### src/rtl/core/sphere_pair_impact_time_top_defines.svh
// Assertion macros shared by the sphere pair impact time block
`ifndef SPHERE_PAIR_IMPACT_TIME_TOP_DEFINES_SVH
`define SPHERE_PAIR_IMPACT_TIME_TOP_DEFINES_SVH

// condition implies consequence on the same edge
`define SPIT_ASSERT_IMP(label, clk, rst_n, ante, cons, msg) \
    label: assert property (@(posedge clk) disable iff (!rst_n) (ante) |-> (cons)) \
        else $error(msg);

// condition implies consequence on the following edge
`define SPIT_ASSERT_NXT(label, clk, rst_n, ante, cons, msg) \
    label: assert property (@(posedge clk) disable iff (!rst_n) (ante) |=> (cons)) \
        else $error(msg);

`endif

### src/rtl/core/spit_pkg.sv
package spit_pkg;
    localparam int DW = 32;
    localparam int RW = DW - 1;
    localparam int EW = DW + 1;
    localparam int TW = 32;
    localparam int THR_W = 16;
    localparam logic [THR_W-1:0] THR_RESET = 16'd4295;

    // commands from controller to datapath
    typedef struct packed {
        logic load_a;
        logic load_b;
        logic mac;
        logic [3:0] mac_sel;
        logic fin_coef;
        logic disc_mul;
        logic disc_step;
        logic sqrt_step;
        logic div_init;
        logic div_step;
        logic take_root;
        logic clr_res;
    } spit_cmd_t;

    typedef struct packed {
        logic linear;
        logic disc_neg;
        logic lin_ok;
        logic root_ok;
    } spit_sts_t;
endpackage

### src/rtl/core/spit_ctrl.sv
module spit_ctrl
    import spit_pkg::*;
(
    input  logic       clk,
    input  logic       rst_n,
    input  logic       in_valid,
    input  logic       in_op,
    output logic       in_stall,
    output logic       out_valid,
    input  logic       out_stall,
    input  spit_sts_t  sts,
    output spit_cmd_t  cmd,
    output logic [5:0] step,
    output logic       root_idx
);
`include "sphere_pair_impact_time_top_defines.svh"
    typedef enum logic [3:0] {
        S_IDLE, S_MAC, S_FIN, S_DECIDE, S_DISC, S_SQRT, S_DINIT, S_DIV, S_TAKE, S_NEXT, S_OUT
    } state_t;

    state_t state_reg;
    logic [5:0] step_reg;
    logic root_reg;
    logic out_valid_reg;
    logic accept;

    assign accept = in_valid && !in_stall;
    assign in_stall = (state_reg != S_IDLE) || out_valid_reg;
    assign out_valid = out_valid_reg;
    assign step = step_reg;
    assign root_idx = root_reg;

    // command decode
    always_comb
    begin
        cmd = '0;
        cmd.load_a = accept && !in_op;
        cmd.load_b = accept && in_op;
        cmd.clr_res = accept && in_op;
        cmd.mac = state_reg == S_MAC;
        cmd.mac_sel = step_reg[3:0];
        cmd.fin_coef = state_reg == S_FIN;
        cmd.disc_mul = state_reg == S_DECIDE && !sts.linear;
        cmd.disc_step = state_reg == S_DISC;
        cmd.sqrt_step = state_reg == S_SQRT;
        cmd.div_init = state_reg == S_DINIT;
        cmd.div_step = state_reg == S_DIV;
        cmd.take_root = state_reg == S_TAKE;
    end

    always_ff @(posedge clk or negedge rst_n)
    begin
        if (!rst_n)
        begin
            state_reg <= S_IDLE;
            step_reg <= '0;
            root_reg <= 1'b0;
            out_valid_reg <= 1'b0;
        end
        else
        begin
            if (out_valid_reg && !out_stall) out_valid_reg <= 1'b0;
            unique case (state_reg)
                S_IDLE:
                    if (accept && in_op)
                    begin
                        state_reg <= S_MAC; step_reg <= '0;
                    end
                // mac_sel: [3:2] axis (3 = radius), [1:0] product kind
                S_MAC:
                    if (step_reg == 6'd12) state_reg <= S_FIN;
                    else if (step_reg[3:2] == 2'd2 && step_reg[1:0] == 2'd3)
                        step_reg <= 6'd12;
                    else step_reg <= step_reg + 6'd1;
                S_FIN: state_reg <= S_DECIDE;
                S_DECIDE:
                begin
                    root_reg <= 1'b0;
                    step_reg <= '0;
                    if (sts.linear) state_reg <= sts.lin_ok ? S_DINIT : S_OUT;
                    else state_reg <= S_DISC;
                end
                // eight partial products for the discriminant
                S_DISC:
                    if (step_reg == 6'd7)
                    begin
                        step_reg <= '0; state_reg <= S_SQRT;
                    end
                    else step_reg <= step_reg + 6'd1;
                S_SQRT:
                    if (step_reg == 6'd0 && sts.disc_neg) state_reg <= S_OUT;
                    else if (step_reg == 6'd63) state_reg <= S_NEXT;
                    else step_reg <= step_reg + 6'd1;
                S_NEXT:
                    if (sts.root_ok) state_reg <= S_DINIT;
                    else if (root_reg) state_reg <= S_OUT;
                    else root_reg <= 1'b1;
                S_DINIT:
                begin
                    step_reg <= '0; state_reg <= S_DIV;
                end
                S_DIV:
                    if (step_reg == 6'd63) state_reg <= S_TAKE;
                    else step_reg <= step_reg + 6'd1;
                S_TAKE:
                    if (sts.linear || root_reg) state_reg <= S_OUT;
                    else
                    begin
                        root_reg <= 1'b1; state_reg <= S_NEXT;
                    end
                S_OUT:
                begin
                    out_valid_reg <= 1'b1; state_reg <= S_IDLE;
                end
                default: state_reg <= S_IDLE;
            endcase
        end
    end

    `SPIT_ASSERT_IMP(a_no_accept_busy, clk, rst_n, state_reg != S_IDLE, in_stall, "accept while busy")
    `SPIT_ASSERT_NXT(a_out_follows, clk, rst_n, state_reg == S_OUT, out_valid_reg, "result lost")
    `SPIT_ASSERT_IMP(a_div_excl, clk, rst_n, cmd.div_step, !cmd.sqrt_step && !cmd.mac, "unit overlap")
endmodule

### config.mk
export PLATFORM = sky130hd
export DESIGN_NAME = spit_ctrl
export DESIGN_NICKNAME = d
export VERILOG_FILES = /design/src/rtl/core/spit_pkg.sv /design/src/rtl/core/spit_ctrl.sv
export VERILOG_INCLUDE_DIRS = /design/src /design/src/rtl/core
export SDC_FILE = /design/constraint.sdc
export NUM_CORES = 1
export LEC_CHECK = 0
export BUFFER_PORTS_ARGS = -buffer_cell sky130_fd_sc_hd__buf_2
export CELL_PAD_IN_SITES_DETAIL_PLACEMENT = 0
export CELL_PAD_IN_SITES_GLOBAL_PLACEMENT = 1
export CORE_MARGIN = 2
export CORE_UTILIZATION = 39
export CTS_BUF_LIST = sky130_fd_sc_hd__clkbuf_4 sky130_fd_sc_hd__clkbuf_8
export CTS_CLUSTER_DIAMETER = 60
export DETAILED_ROUTE_END_ITERATION = 12
export PLACE_DENSITY = 0.91
export SYNTH_ARGS = -nofsm -noshare
export SYNTH_HDL_FRONTEND = slang
export SYNTH_SLANG_ARGS = --single-unit
### constraint.sdc
create_clock -name clk -period 2.4 [get_ports clk]
set_input_delay 0.48 -clock clk [delete_from_list [all_inputs] [get_ports clk]]
set_output_delay 0.48 -clock clk [all_outputs]
set_load 0.05 [all_outputs]
== Word level (Yosys, flattened, before mapping) ==
Cells that the tools add are included.
Word-level totals
  bits in registers: 12
  bits of input ports: 9
Operators by class
  reductions and logical operators: 23
  equal/unequal tests: 25
  add/subtract/negate cells: 1
  multiplexer cells: 24
Operators with widths (count)
  4-bit 2-to-1 mux: 10
  4-bit one-hot mux with 10 select lines: 1
  6-bit 2-to-1 mux: 6
  6-bit one-hot mux with 6 select lines: 1
  4-bit by 3-bit equality test with 1-bit output, second input constant: 4
  4-bit equality test, second input constant: 3
  2-bit != test, second input constant: 5
  4-bit by 2-bit equality test with 1-bit output, second input constant: 2
  1-bit logical AND: 7
  6-bit by 1-bit adder with 6-bit output, second input constant: 1
  6-bit by 3-bit equality test with 1-bit output, second input constant: 1
  6-bit by 4-bit equality test with 1-bit output, second input constant: 1
  6-bit equality test, second input constant: 1
  6-bit zero test: 1
  2-bit by 1-bit != test with 1-bit output, second input constant: 3
  6-bit AND reduction: 1
  6-bit nonzero test: 1
  2-bit equality test, second input constant: 2
  4-bit by 1-bit equality test with 1-bit output, second input constant: 1
  1-bit zero test: 4
  4-bit zero test: 1
  1-bit 2-to-1 mux: 4
  4-bit AND reduction: 1
  4-bit nonzero test: 1
  other kinds (9): 10

== Logic depth before layout (Yosys ltp) ==
  depth in word-level cells: 7
  gate-level depth with buffers: 7
  mapped depth without buffers: 6

== Worst setup path before layout ==
Ideal clock, no wire load.
  path kind: register -> output
  from: register state_reg[0]
  to: output cmd[14] (netlist name)
  cell stages (with the launch flop): 3
  arrival: 2.621 ns
  path slack: -0.701 ns
  data required time: 1.920 ns
  cell sequence: dfrtp_1 -> or4_1 -> nor4b_1
RTL lines
  start, declared: line spit_ctrl.sv:21  | state_t state_reg;
  start signal, assigned: line spit_ctrl.sv:80  | if (sts.linear) state_reg <= sts.lin_ok ? S_DINIT : S_OUT;
  end, declared: line spit_ctrl.sv:12  | output spit_cmd_t cmd,

== Worst setup path after layout ==
  from: register state_reg[3]
  to: output in_stall
On the way
  word-level cells in the longest chain between the ends: 2
RTL lines
  4-bit nonzero test: line spit_ctrl.sv:28  | assign in_stall = (state_reg != S_IDLE) || out_valid_reg;
  1-bit logical OR: line spit_ctrl.sv:28
  end, declared: line spit_ctrl.sv:8  | output logic in_stall,
No other way between the ends.

==> run summary <==
worst-case clock buffer depth -> 2
critical path's slowest cell -> or4_4
WP data required -> 1.92 ns
final std cells w/o fill -> 204
ratio of final minimum period to clock period -> 95.3%
CP Cell Sequence -> or4_4 > or2_2 > buf_2
dpl cell area -> 0.00137 mm2
Ports -> 33
clk_lat worst skew -> 0.28 ns
R2R Path Start -> step[0]
post-cts hold buffer count -> 0
Multi-input gate area -> 772 um2
Comb pwr share -> 74.9%
First-pass DRT Iterations -> 8
vias in the first global route -> 1128
Worst setup EP type -> output pin
# DRC -> 2
unrepaired setup endpoints after global routing -> false
reg-to-reg setup timing slack -> 0.19 ns
Storage cell area -> 300 um2
ys async rst share -> 100%
largest net degree at the start of global routing -> 21
sequential share of power -> 17.0%
most frequent cells in the layout -> 31 x buf_2, 13 x nor2_1, 12 x dfrtp_1, 9 x buf_4, 8 x inv_1
placed cells -> 200
Max VDD drop -> 0.000450 V
Ys Warns -> 0
TritonCTS buffer count -> 3
Tightest Hold Check Type -> in2async
hpwl dp -> 2310 um
DR WL/cell -> 15.2 um
status -> finished with violations
Startpoint Class -> flip-flop
PD cells -> 1450 mW/mm2
reg2reg path depth -> 6
Switching Share -> 56.9%
internal power -> 0.881 mW
commonest non-fill, non-tap cell in the layout -> buf_2
Primary FF master, synth -> dfrtp_1
post-layout instance area -> 0.00141 mm2
Final Critical Period -> 2.29 ns
#FFs+latches synth -> 12
Post-synth EDFFs -> 0
Seq/Total Area, Yosys -> 25.6%
Post-CTS Setup Bufs -> 0
gp weighted congestion -> 0.881
Slew @ Worst Pin -> 0.606 ns
R2R Path End -> state_reg[0]
final wirelength -> 3100 um
die area -> 0.00346 mm2
final setup violation count -> 0
P&R area growth vs syn -> 20.1%
Starting Density -> 41.8%
Syn Nets -> 155
synthesized cell area -> 0.00117 mm2
clock root cell -> clkbuf_4
number of nets in the layout -> 185
endpoints failing hold -> 0
layout cell share with drive strength beyond 1 -> 32.9%
vias per cell -> 6.13
ANT nets after route -> 0
# fillers -> 272
Crit Path Category -> reg2out
switching power -> 1.17 mW
H-Tree Depth -> 1
CTS tree -> built
initial antenna violation count -> 0
Worst-path clk slew -> 0.08 ns
Final Max Tran Viols -> 0
max reg flops -> 6
clock sink count -> 12
average cell area after synthesis -> 8.14 um2
failing checks -> design-rule violations
slowest stage delay, CP -> 0.55 ns
DR iter-0 viols -> 43
cell count after synthesis -> 144
Worst EP arrival -> 1.81 ns
max-cap viol count -> 0
Antenna Cells -> 0
number of I/O port buffers -> 32
core area -> 0.00281 mm2
Remaining Overflow, GRT -> 0
via count -> 1251
Rows -> 19
Fmax -> 0.437 GHz
GR Util All Layers -> 19.6%
Setup Skew -> 0.00236 ns
slew margin rel. -> 59.3%
Pleak -> 0.611 nW
Die H -> 58.8 um
first-pass GRT wire length -> 5170 um
Crit Path Max Fanout -> 9
share of power burned in the clock network -> 8.2%
Yosys cell types -> 51
Die Wd -> 58.8 um
-- power groups by stage --
| stage | clock, mW | sequential, mW | combinational [mW] |
|---|---|---|---|
| floorplan | 0 | 0.448 | 1.10 |
| global placement | 0 | 0.343 | 1.49 |
| detailed placement | 0 | 0.348 | 1.51 |
| CTS | 0.172 | 0.344 | 1.52 |
| global route | 0.183 | 0.365 | 1.65 |
| finish | 0.167 | 0.347 | 1.53 |
-- stage by stage --
step / hold slack, ns / setup TNS (ns) / power, mW / utilization [%] / setup WS (ns)
global placement: 0.381 / 0 / 1.84 / 48.7 / 0.279
CTS: 0.0726 / 0 / 2.03 / 50.0 / 0.0157
detailed placement: 0.383 / 0 / 1.86 / 48.7 / 0.213
finish: 0.0716 / 0 / 2.05 / 50.2 / 0.114
floorplan: 0.184 / -0.0267 / 1.55 / - / -0.0267
global route: 0.0721 / 0 / 2.20 / 50.2 / 0.0252
-- critical path, delay by kind of cell (launching register included) --
kind / cells / cell delay (ns)
buffers and inverters: 1 / 0.21
AND/OR/NAND/NOR: 2 / 0.83
flip-flops: 1 / 0.48
-- cells by family after synthesis --
family	after synthesis	synth area share, %
buf+inv	24	10.6
fa+ha+maj	2	2.13
flops	12	25.6
mux	3	2.99
compound gates	39	27.3
simple gates	64	31.4
-- Yosys cell counts, types with 2 or more instances --
master     instances  area share (%)
nor4b_1            2             1.5
ha_1               2             2.1
dfrtp_1           12              26
o2111ai_1          3             2.2
nor4_1             3             1.6
nand2b_1           5             2.7
nor3b_1            3             1.9
nand3b_1           3             1.9
a22o_1             2             1.5
o221ai_1           3             2.2
clkbuf_1           3            0.96
mux2i_1            2             1.7
nand4bb_1          2             1.9
buf_2              6             2.6
a311oi_1           3             2.2
o211ai_1           4             2.6
nor2_1            14             4.5
a21oi_1            3             1.3
nor3_1             5             2.1
nand2_1            7             2.2
nand3_1            5             2.1
nor2b_1            6             3.2
buf_4              5             3.2
inv_1              8             2.6
o21ai_0            5             2.1
or2_2              3             1.6
-- per-layer routing --
| metal | up-vias | GRT usage [%] | share of wire [%] |
|---|---|---|---|
| met5 | - | 0 | 0 |
| met4 | 0 | 11.4 | 3.4 |
| met3 | 9 | 1.98 | 5.6 |
| met2 | 45 | 29.8 | 46 |
| met1 | 595 | 27.0 | 45 |
| li1 | 602 | - | - |
-- timing repair --
action                                  CTS  global route
endpoints found under the setup margin    0             2
gates resized for setup                   0             2
endpoints found under the hold margin     0             0
-- cell type report --
class,count,area share (%)
Clock buffer,4,2.58
Inverter,8,2.13
Multi-Input combinational cell,108,54.8
Sequential cell,12,21.3
Tap cell,31,2.76
Timing Repair Buffer,41,16.4
-- worst max-delay path by stage --
stage	cells past startpoint	to	start	slack, ns
after floorplan	2	cmd[14]	state_reg[0]	-0.03
after global placement	6	state_reg[0]	step[0]	0.28
after detailed placement	6	state_reg[0]	step[0]	0.21
after CTS	3	cmd[14]	state_reg[3]	0.02
after global routing	3	in_stall	state_reg[3]	0.03
final	3	in_stall	state_reg[3]	0.11
No activity file was read; power rests on OpenSTA's default activity.
